[config.mk]
export PLATFORM = sky130hd
export DESIGN_NAME = swm_cell
export DESIGN_NICKNAME = d
export VERILOG_FILES = /design/src/hw/rtl/assert_macros.svh /design/src/hw/rtl/swm_pkg.sv /design/src/hw/rtl/swm_cell.sv
export SDC_FILE = /design/constraint.sdc
export NUM_CORES = 1
export LEC_CHECK = 0
export BUFFER_PORTS_ARGS = -buffer_cell sky130_fd_sc_hd__buf_4
export CORE_MARGIN = 3
export CORE_UTILIZATION = 44
export DETAILED_ROUTE_END_ITERATION = 16
export PLACE_DENSITY = 0.84
export SYNTH_ARGS = -nofsm -noshare
export SYNTH_HDL_FRONTEND = slang
export SYNTH_SLANG_ARGS = --single-unit
[constraint.sdc]
create_clock -name aclk -period 2.06 [get_ports aclk]
set_clock_uncertainty 0.1 [all_clocks]
set_input_delay 0.206 -clock aclk [delete_from_list [all_inputs] [get_ports aclk]]
set_output_delay 0.206 -clock aclk [all_outputs]
set_load 0.03 [all_outputs]
[src/hw/rtl/assert_macros.svh]
// ----------------------------------------------------------------------------
// Assertion macros
// Concurrent assertion wrappers for the RTL; empty when SYNTH is set.
// ----------------------------------------------------------------------------
`ifndef ASSERT_MACROS_SVH
`define ASSERT_MACROS_SVH

`ifndef SYNTH

// Property checked on every rising clock edge outside reset.
`define ASSERT_PROP(lbl, clk, rstn, prop, msg) \
    lbl: assert property (@(posedge clk) disable iff (!rstn) (prop)) \
        else $error(msg);

// Consequent must hold in the cycle after the antecedent.
`define ASSERT_NEXT(lbl, clk, rstn, ante, cons, msg) \
    lbl: assert property (@(posedge clk) disable iff (!rstn) (ante) |=> (cons)) \
        else $error(msg);

`else

`define ASSERT_PROP(lbl, clk, rstn, prop, msg)

`define ASSERT_NEXT(lbl, clk, rstn, ante, cons, msg)

`endif

`endif

[src/hw/rtl/swm_pkg.sv]
// ----------------------------------------------------------------------------
// swm_pkg
// Shared types and constants of the sliding window maximum.
// ----------------------------------------------------------------------------
package swm_pkg;

    // Configuration port
    localparam int PADDR_W   = 3;
    localparam int PDATA_W   = 32;
    localparam int WIN_CFG_W = 7;

    // Register word indexes (paddr[PADDR_W-1:2])
    localparam logic [PADDR_W-3:0] REG_WINDOW_SIZE = '0;

    // Fan-in of one reduction node
    localparam int RADIX_LOG = 3;
    localparam int RADIX     = 1 << RADIX_LOG;

    // Per-item control broadcast to every cell
    typedef struct packed {
        logic shift;    // item accepted, chain moves one place
        logic restart;  // item opens a new sequence
    } cell_ctrl_t;

endpackage

[src/hw/rtl/swm_cell.sv]
// ----------------------------------------------------------------------------
// swm_cell
// One slot of the sample delay line with its candidate flag.
// ----------------------------------------------------------------------------
module swm_cell import swm_pkg::*; #(
    parameter int SAMPLE_WIDTH = 32
) (
    input  logic                           aclk,
    input  logic                           aresetn,
    input  cell_ctrl_t                     ctrl,
    input  logic                           fresh,      // head slot: takes the new item
    input  logic                           in_window,  // slot age below window size
    input  logic signed [SAMPLE_WIDTH-1:0] sample,
    input  logic signed [SAMPLE_WIDTH-1:0] in_value,
    input  logic                           in_alive,
    output logic signed [SAMPLE_WIDTH-1:0] out_value,
    output logic                           out_alive
);

    logic signed [SAMPLE_WIDTH-1:0] value_reg;
    logic                           alive_reg;
    logic                           alive_next;

    // A candidate survives in the window above the newest item, unless restarted.
    always_comb begin
        alive_next = fresh
                   | (in_alive & in_window & ~ctrl.restart & (in_value > sample));
    end

    always_ff @(posedge aclk) begin
        if (!aresetn) begin
            alive_reg <= 1'b0;
        end else if (ctrl.shift) begin
            alive_reg <= alive_next;
        end
    end

    always_ff @(posedge aclk) begin
        if (ctrl.shift) begin
            value_reg <= in_value;
        end
    end

    assign out_value = value_reg;
    assign out_alive = alive_reg;

endmodule

* Yosys cells after proc, flatten, opt, wreduce, memory -nomap -nowiden
Index checks and enable logic that the tools add are counted.
** Storage, ports and cells
- Flip-flop bits (word level) :: 33
- Input port bits :: 71
- Output and inout port bits :: 33
- Logic and storage cells :: 8
** Operators by class
- Order comparisons :: 1
- Bitwise gates (word level) :: 5
** Operators with widths (number)
- 32-bit > comparator :: 1
- 1-bit AND :: 3
- 1-bit inverter :: 1
- 1-bit OR :: 1

* Logic depth before layout (Yosys ltp)
- Word-level depth :: 4
- Depth in mapped cells :: 7
- Depth with buffers taken out :: 7

* Least setup slack after synthesis
Ideal clock, no wire load.
- Path kind :: input to register
- Start :: input sample[14]
- End :: register alive_reg, in the netlist out_alive
- Library setup time :: 131 ps
- Data arrival time :: 1415 ps
- Data required time :: 1829 ps
- Path slack :: 413 ps
- Stages :: 7
- Path buffers :: 0
- Cell sequence :: inv_1 ha_1 a21oi_1 nand2_1 a221o_1 o311ai_1 nand4_1
** On the way
- Cells in the longest elaborated chain, start to end :: 3
** RTL lines
- start: declaration :: RTL line swm_cell.sv:13 : input logic signed [SAMPLE_WIDTH-1:0] sample,
- 32-bit > comparator :: RTL line swm_cell.sv:27 : | (in_alive & in_window & ~ctrl.restart & (in_value > sample));
- 1-bit AND :: RTL line swm_cell.sv:27
- 1-bit OR :: RTL line swm_cell.sv:27
- end signal: assignment :: RTL line swm_cell.sv:34 : alive_reg <= alive_next;
- end: declaration :: RTL line swm_cell.sv:21 : logic alive_reg;
Every way passes these cells.
A chain may end at the register's enable or synchronous reset.

* Final worst setup path
- Start :: input in_value[28]
- End :: register alive_reg, in the netlist out_alive
** On the way
- Cells in the longest elaborated chain, start to end :: 3
** RTL lines
- start: declaration :: RTL line swm_cell.sv:14 : input logic signed [SAMPLE_WIDTH-1:0] in_value,
- 32-bit > comparator :: RTL line swm_cell.sv:27
- 1-bit AND :: RTL line swm_cell.sv:27
- 1-bit OR :: RTL line swm_cell.sv:27
Every way passes these cells.

==> metrics.yaml <==
io_pins: 104
cp_slowest_stage_delay_ps: 560
first_iter_violations: 79
yosysWarnings: 0
first_pass_iters: 4
drive_above_1_share_pct: 43.1
synth_nets: 258
antenna_cells_inserted: 0
synth_edf_count: 32
yosys.area_share.adder_pct: 21.2
final_cells: 319
setup-violations-final: 0
maxCapViolCount: 0
muxShareOfSynthArea_pct: 0.597
maxSlewHeadroom_pct: 72.2
wl_met3_um: 410
m1WireLength_um: 1700
grt_pass1_vias: 1481
synth_area_sq_um: 1890
tightest_slew_ps: 406
synth_top_family_by_area: "adder cells"
wl_met2_um: 2300
synth_top_flop_cell: "edfxtp_1"
cp_data_arrival_time_ps: 2070
setup_slack_ps: 38.1
dp_hpwl_um: 3690
crit_path_end_kind: "flip-flop"
final_max_slew_viol_count: 0
rows: 23
ys_seq_area_share_pct: 52.0
critPathLaunchType: "primary input"
synth_common_cells: "inv_1 (33), edfxtp_1 (32), ha_1 (32)"
status: "completed"
synth.most_common_cell: "inv_1"
synth_cell_types: 28
fillCellCount: 310
grt.overflow.total: 0
ys_seq_elements: 33
cts-resized-gates: 0
cp_cell_sequence: "dlygate4sd3_1, buf_4, ha_1, nand4_4, nor4_4, a211oi_1, a21bo_1, nand4_1"
drt-vias-per-instance: 4.86
utilization_pct: 69.8
cts.htree.levels: 2
stdcell_area_sq_um: 2830
cp_top_family: "buffers and inverters"
dp.cells: 309
core_area_sq_um: 4060
drtAntennaViolNets: 0
antenna_found_initial: 0
peakVddDrop_v: 0.000463
clockRootBuffer: "clkbuf_8"
path_buf_inv: 2
clock_path_buffers: 2
post_cts_buffers: 0
dp_slack_ps: 174
critical_path_class: "in -> reg"
grt_pass1_wl_um: 6500
grt_use_total_pct: 16.3
synth-simple-area-share_pct: 10.1
wl_per_cell_um: 13.9
clk_pin_slew_ps: 70
cts_buffers: 5
dieHeight_um: 71.5
cts_sinks: 33
die_x_um: 71.5
crit_path_max_fanout: 5
drc: 0
cts_tree: "built"
wirelength_um: 4440
synth-async-reset-ratio_pct: 0
nets: 371
fmax_ghz: 0.495
fin_crit_sh_pct: 98.1
synth_compound_area_share_pct: 9.49
hp-class: "in -> reg"
slowest_stage: "dlygate4sd3_1"
synth_xor_xnor_area_share_pct: 0
synth_area_leaders: "edfxtp_1 (51%), ha_1 (21%), inv_1 (6.6%), a21oi_1 (4.0%), nand4_1 (2.7%)"
dr.max_layer_used: "met4"
vias: 1550
grt_max_degree: 21
synthToLayoutAreaGrowth_pct: 50.2
syn_area_per_cell_sq_um: 12.2
finalHoldViolCount: 0
synthCells: 155
yosys.area.top_type_share_pct: 51.0
power_density_nw_per_um2: 613
finalCriticalPeriod_ps: 2020
dieArea_sq_um: 5110
cp.required_ps: 2110
p_leak_nw: 1.41
synth_area_leader_cell: "edfxtp_1"
clk_latency_ps: 270
fin_setup_tns_ps: 0
gp_congestion: 0.733
io_buffers: 103
placed_cell_area_sq_um: 2730
start_util_pct: 46.5
worst register-to-register path, cell delays in order (launching register included):
cell and delay (ps):
dfxtp_1 360, o21ai_0 130, a211oi_1 280, a21bo_1 240, nand4_1 80
final cells by class:
type                       instances  area, sq um  area share [%]
clock inverter                     2         10.0           0.354
timing repair buffer             106          801            28.3
sequential                        33          981            34.6
tap                               50         62.6            2.21
clock buffer                       6         72.6            2.56
multi-input combinational         89          781            27.6
inverter                          33          124            4.37
cell usage in the layout (no fill, tap or decap), types with 2 or more instances in the layout:
cell type      instances
inv_1                 33
a21oi_1               15
a211oi_1               2
o21ai_0                4
ha_1                  32
clkbuf_8               5
edfxtp_1              32
nand3_1                3
nand2_1                6
clkinv_2               2
nand4_1                8
dlygate4sd3_1          2
buf_4                104
nor2_1                 2
timing repair:
item	CTS	global route
hold buffers	0	2
endpoints found under the setup margin	0	0
hold endpoints to repair	0	2
per-layer routing:
layer	vias to the layer above	GRT usage, %
li1	797	-
met4	0	4.38
met5	-	0
met3	4	5.33
met2	67	29.8
met1	682	17.9
cell families (layout without fill, tap and decap cells):
kind of cell | count (synthesis) | count (layout)
muxes | 1 | 1
DFF | 33 | 33
and+or+nand+nor | 27 | 27
adders and majority gates | 32 | 32
AOI/OAI and AO/OA | 29 | 29
buffers and inverters | 33 | 147
stage by stage:
stage               total power (W)  hold slack [ps]
global route                0.00182             1.93
detailed placement          0.00129              295
global placement            0.00128              295
floorplan                   0.00106              205
CTS                         0.00175            0.384
finish                      0.00174             8.16
final timing paths:
check / start / to / slack (ps) / cells past startpoint
worst max-delay path: in_value[28] / out_alive / 40 / 8
worst min-delay path: in_value[0] / out_value[0] / 8 / 1
worst max register to register: out_alive / out_alive / 800 / 4
worst min register to register: out_alive / out_alive / 580 / 3
power breakdown:
part	switching, W	total (W)	internal (W)	leakage (nW)
sequential	0.0000152	0.000810	0.000795	0.321
combinational	0.000250	0.000467	0.000217	1.05
clock	0.000226	0.000460	0.000234	0.0450
state kept, by name, indices dropped and copies added (netlist names):
register	cells
out_value	32
out_alive	1
(Power assumes the default switching activity.)
