==> src/hw/rtl/assert_macros.svh <==
// ----------------------------------------------------------------------------
// Assertion macros
// Concurrent assertion wrappers for the RTL; empty when SYNTH is set.
// ----------------------------------------------------------------------------
`ifndef ASSERT_MACROS_SVH
`define ASSERT_MACROS_SVH

`ifndef SYNTH

// Property checked on every rising clock edge outside reset.
`define ASSERT_PROP(lbl, clk, rstn, prop, msg) \
    lbl: assert property (@(posedge clk) disable iff (!rstn) (prop)) \
        else $error(msg);

// Consequent must hold in the cycle after the antecedent.
`define ASSERT_NEXT(lbl, clk, rstn, ante, cons, msg) \
    lbl: assert property (@(posedge clk) disable iff (!rstn) (ante) |=> (cons)) \
        else $error(msg);

`else

`define ASSERT_PROP(lbl, clk, rstn, prop, msg)

`define ASSERT_NEXT(lbl, clk, rstn, ante, cons, msg)

`endif

`endif

==> src/hw/rtl/swm_pkg.sv <==
// ----------------------------------------------------------------------------
// swm_pkg
// Shared types and constants of the sliding window maximum.
// ----------------------------------------------------------------------------
package swm_pkg;

    // Configuration port
    localparam int PADDR_W   = 3;
    localparam int PDATA_W   = 32;
    localparam int WIN_CFG_W = 7;

    // Register word indexes (paddr[PADDR_W-1:2])
    localparam logic [PADDR_W-3:0] REG_WINDOW_SIZE = '0;

    // Fan-in of one reduction node
    localparam int RADIX_LOG = 3;
    localparam int RADIX     = 1 << RADIX_LOG;

    // Per-item control broadcast to every cell
    typedef struct packed {
        logic shift;    // item accepted, chain moves one place
        logic restart;  // item opens a new sequence
    } cell_ctrl_t;

endpackage

==> src/hw/rtl/swm_node.sv <==
// ----------------------------------------------------------------------------
// swm_node
// Registered reduction node: keeps the oldest live input of its group.
// ----------------------------------------------------------------------------
module swm_node import swm_pkg::*; #(
    parameter int SAMPLE_WIDTH = 32
) (
    input  logic                               aclk,
    input  logic                               aresetn,
    input  logic                               en,
    input  logic [RADIX-1:0]                   in_alive,
    input  logic [RADIX-1:0][SAMPLE_WIDTH-1:0] in_value,
    output logic                               out_alive,
    output logic [SAMPLE_WIDTH-1:0]            out_value
);

    logic                    alive_reg;
    logic                    alive_next;
    logic [SAMPLE_WIDTH-1:0] value_reg;
    logic [SAMPLE_WIDTH-1:0] value_next;

    // Higher input index is older; last live one wins.
    always_comb begin
        alive_next = 1'b0;
        value_next = in_value[0];
        for (int k = 0; k < RADIX; k++) begin
            if (in_alive[k]) begin
                alive_next = 1'b1;
                value_next = in_value[k];
            end
        end
    end

    always_ff @(posedge aclk) begin
        if (!aresetn) begin
            alive_reg <= 1'b0;
        end else if (en) begin
            alive_reg <= alive_next;
        end
    end

    always_ff @(posedge aclk) begin
        if (en) begin
            value_reg <= value_next;
        end
    end

    assign out_alive = alive_reg;
    assign out_value = value_reg;

endmodule

==> config.mk <==
export PLATFORM = sky130hd
export DESIGN_NAME = swm_node
export DESIGN_NICKNAME = d
export VERILOG_FILES = /design/src/hw/rtl/assert_macros.svh /design/src/hw/rtl/swm_pkg.sv /design/src/hw/rtl/swm_node.sv
export SDC_FILE = /design/constraint.sdc
export NUM_CORES = 1
export LEC_CHECK = 0
export BUFFER_PORTS_ARGS = -buffer_cell sky130_fd_sc_hd__buf_2
export CAP_MARGIN = 20
export CORE_AREA = 2 2 116 118
export CTS_CLUSTER_DIAMETER = 100
export DETAILED_ROUTE_END_ITERATION = 12
export DIE_AREA = 0 0 118 120
export SLEW_MARGIN = 0
export SYNTH_ARGS = -nofsm -noshare
export SYNTH_HDL_FRONTEND = slang
export SYNTH_SLANG_ARGS = --single-unit
==> constraint.sdc <==
create_clock -name aclk -period 1.9 [get_ports aclk]
set_input_delay 0.38 -clock aclk [delete_from_list [all_inputs] [get_ports aclk]]
set_output_delay 0.38 -clock aclk [all_outputs]
set_load 0.005 [all_outputs]
=== After elaboration in Yosys (flattened, before gate mapping) ===
Cells that the tools add are included.

* Mux-type cells: 15

{| class="wikitable"
|+ Operator list
! kind !! number
|-
| $mux W32 || 7
|-
| $mux W1 || 8
|}

* Register bits after elaboration: 33
* Input bits: 267
* Output and inout port bits: 33

=== Logic depth before layout (Yosys ltp) ===
* Word-level depth: 8
* Gate-level depth with buffers: 6

=== Least setup slack after synthesis ===
Ideal clock, no wire load.

* Kind: in2reg
* Start point: input in_alive[1]
* End point: register value_reg[15] (netlist: out_value[15]), data pin
* Setup time: 0.275 ns
* Arrival: 1.357 ns
* Required time: 1.625 ns
* Setup slack: 0.268 ns
* Stages on the path: 5
* Path buffers: 2
* Cell sequence: buf_2 > buf_6 > mux2_4 > a221oi_2 > o221ai_1

* Word-level cells in the longest chain between the ends: 7

{| class="wikitable"
|+ RTL lines
! what !! line !! source
|-
| start, declared || swm_node.sv:11 || <nowiki>input logic [RADIX-1:0] in_alive,</nowiki>
|-
| $mux W32 (7 in series) || swm_node.sv:27 || <nowiki>if (in_alive[k]) begin</nowiki>
|-
| via value_next[15] || swm_node.sv:20 || <nowiki>logic [SAMPLE_WIDTH-1:0] value_next;</nowiki>
|-
| end signal, assigned || swm_node.sv:44 || <nowiki>value_reg <= value_next;</nowiki>
|-
| end, declared || swm_node.sv:19 || <nowiki>logic [SAMPLE_WIDTH-1:0] value_reg;</nowiki>
|}

The timed path passes the listed nets, and every way through them passes these cells.
A chain may end at the register's enable or synchronous reset.

=== Worst setup path in the final report ===
* Start point: input in_alive[3]
* End point: register value_reg[10] (netlist: out_value[10]), data pin

* Word-level cells in the longest chain between the ends: 5

{| class="wikitable"
|+ RTL lines
! what !! line
|-
| $mux W32 (5 in series) || swm_node.sv:27
|-
| via value_next[10] || swm_node.sv:20
|}

The timed path passes the listed nets, and every way through them passes these cells.

==> run_results.csv <==
group,metric,value,unit
status,status,"completed",
logic_synthesis,synth_top_area_share,30.0,%
route,drt_iter0_drc,185,
clock_tree,hold_buffers,0,
floorplanning,core,13000,um2
logic_synthesis,synth_cells,308,
grt,track_usage,19.4,%
sta,rsz0062_at_grt,"no",
power_and_ir_drop,p_per_area,517,nW/um2
logic_synthesis,synth_cell_type_count,34,
setup_path,end_kind,"flip-flop",
power_and_ir_drop,clockPowerShare,31.5,%
route,dr_total_vias,3927,
hold_path,hp-class,"in -> reg",
placement,hpwl,11800,um
power_and_ir_drop,p_leak,0.00237,uW
sta,hold_viol,0,
layout,layout_commonest_cell,"buf_2",
logic_synthesis,syn_avg_cell_area,10.4,um2
sta,worst_slew_pin_slew,1.00,ns
power_and_ir_drop,p_switching,750,uW
logic_synthesis,synth_area_leader_cell,"edfxtp_1",
sta,fmax,579,MHz
clock_tree,cts_root_buf,"clkbuf_16",
sta,maxSlewViolCount,0,
clock_tree,clockBufferDepth,2,
clock_tree,cts_tree,"built",
clock_tree,cts_resized,0,
placement,gp_congestion,0.878,
grt,gr-total-overflow,0,
layout,layout-drive-gt1-share,63.9,%
sta,slew_headroom,33.0,%
logic_synthesis,ys_ff_latch,33,
route,drt_pre_antenna_iters,4,
floorplanning,die-width,118,um
route,drc,0,
floorplanning,initial_utilization,24.7,%
logic_synthesis,ys_warn_count,0,
power_and_ir_drop,vdd_drop_max,0.000328,V
layout,nets,865,
sta,min_period,1.73,ns
logic_synthesis,synth-seq-area-share,30.6,%
layout,fin_util,39.2,%
floorplanning,io_pins,300,
floorplanning,rows,42,
route,drt-vias-per-instance,5.06,
grt,grt_max_degree,38,
sta,setup_viol,0,
setup_path,critical_path_class,"in -> reg",
power_and_ir_drop,sequentialPowerShare,34.5,%
route,ant_nets,0,
flow_run,drv.max_cap_violation_count,0,
setup_path,cp-start-kind,"input pin",
setup_path,required,1.99,ns
sta,fin_skew,0,ns
clock_tree,clkLatencyLatePin,0.27,ns
grt,grt_pass1_wl,21600,um
route,wl_per_cell,18.5,um
clock_tree,cts_buffers,5,
logic_synthesis,syn_area,3200,um2
layout,layout_common_cells,"buf_2, edfxtp_1, a221oi_2",
grt,grt_pass1_vias,4032,
sta,min_period_over_period,90.8,%
sta,fin_hold_ws,0.349,ns
placement,port_buffers,299,
floorplanning,fp.dieArea,14200,um2
placement,dp_cells,767,
power_and_ir_drop,swShare,28.5,%
clock_tree,cts_num_sinks,33,
setup_path,crit_arrival,1.81,ns
grt,antenna_found_initial,1,
layout,area.growth.synth_to_final,59.0,%
logic_synthesis,synthTopCellsByArea,"edfxtp_1, a221oi_2, mux2_4, a221oi_1, o211ai_1",
clock_tree,htreeDepth,2,
clock_tree,post-cts-setup-buffer-count,0,
floorplanning,die-height,120,um
route,wl,14400,um
placement,pre_cts_ws,-0.119,ns
power_and_ir_drop,combinationalPowerShare,34.0,%
sta,setup_tns,0,ns
power_and_ir_drop,internal-power,1880,uW
setup_path,critPathMaxFanout,17,
clock_tree,path_clk_slew,0.06,ns
sta,fin_ws,0.174,ns
logic_synthesis,syn-num-nets,575,
layout,instances_no_fill,776,
## sequential cells by signal (all words and copies together) (netlist names)
signal and count:
out_alive 1, out_value 32
## cell type report
class                      instances  area [um2]
fill                            1314        7890
antenna                            1        2.50
sequential                        33         981
clock buffer                       8         146
timing repair buffer             318        1710
multi-input combinational        237        2010
tap                              176         220
inverter                           3        11.3
## synthesized netlist by cell type
master / count
a21o_1: 15
a221oi_1: 17
a221oi_2: 31
a22oi_1: 14
a31oi_1: 1
a32oi_1: 1
buf_1: 3
buf_2: 14
buf_4: 5
buf_6: 4
clkbuf_1: 9
dfxtp_1: 1
edfxtp_1: 32
inv_1: 1
inv_2: 2
mux2_1: 11
mux2_2: 10
mux2_4: 11
nand2_1: 15
nand2b_1: 19
nor2_1: 17
nor2_2: 1
nor2_4: 1
nor2b_1: 2
nor2b_2: 1
nor3_2: 1
nor4b_1: 1
o211ai_1: 19
o21ai_0: 6
o21ai_1: 10
o221ai_1: 14
o22ai_1: 17
or3_1: 1
or3b_1: 1
## worst paths after layout
path	slack, ns	startpoint	cells after the start	to
max	0.17	in_alive[3]	4	out_value[10]
min	0.35	aresetn	3	out_alive
min reg2reg	0.55	out_alive	2	out_alive
max reg2reg	1.26	out_alive	2	out_alive
## per-layer routing
| layer | share of wire (%) | global-route usage [%] | vias to the layer above |
|---|---|---|---|
| met5 | 0 | 0 | - |
| met4 | 1.5 | 4.74 | 0 |
| met3 | 8.5 | 3.94 | 17 |
| met2 | 52 | 36.6 | 250 |
| met1 | 38 | 22.4 | 1795 |
| li1 | - | - | 1865 |
## power by group through the flow
| stage | combinational, uW | sequential [uW] | clock (uW) |
|---|---|---|---|
| after CTS | 904 | 910 | 867 |
| after global routing | 974 | 916 | 898 |
| after detailed placement | 901 | 925 | 0 |
| after floorplan | 393 | 933 | 0 |
| final | 896 | 909 | 828 |
| after global placement | 886 | 924 | 0 |
## logic make-up (layout without fill, tap and decap cells)
| family | count (synthesis) | count (layout) | synth area share (%) |
|---|---|---|---|
| AOI/OAI and AO/OA | 145 | 145 | 40.6 |
| buffers and inverters | 38 | 329 | 6.53 |
| DFF | 33 | 33 | 30.6 |
| muxes | 32 | 32 | 12.5 |
| other | 0 | 1 | 0 |
| and+or+nand+nor | 60 | 60 | 9.73 |
## metrics by stage
stage / power [uW] / instance area [um2]
2_1_floorplan: 1330 / 3200
3_3_place_gp: 1810 / 4930
3_5_place_dp: 1830 / 4940
4_1_cts: 2680 / 5090
5_1_grt: 2790 / 5090
6_report: 2630 / 5090
## worst max-delay path, stage by stage
cell	delay [ns]
buf_2	0.13
nor2b_2	0.81
a221oi_1	0.18
a221oi_1	0.30
(Power assumes the default switching activity.)
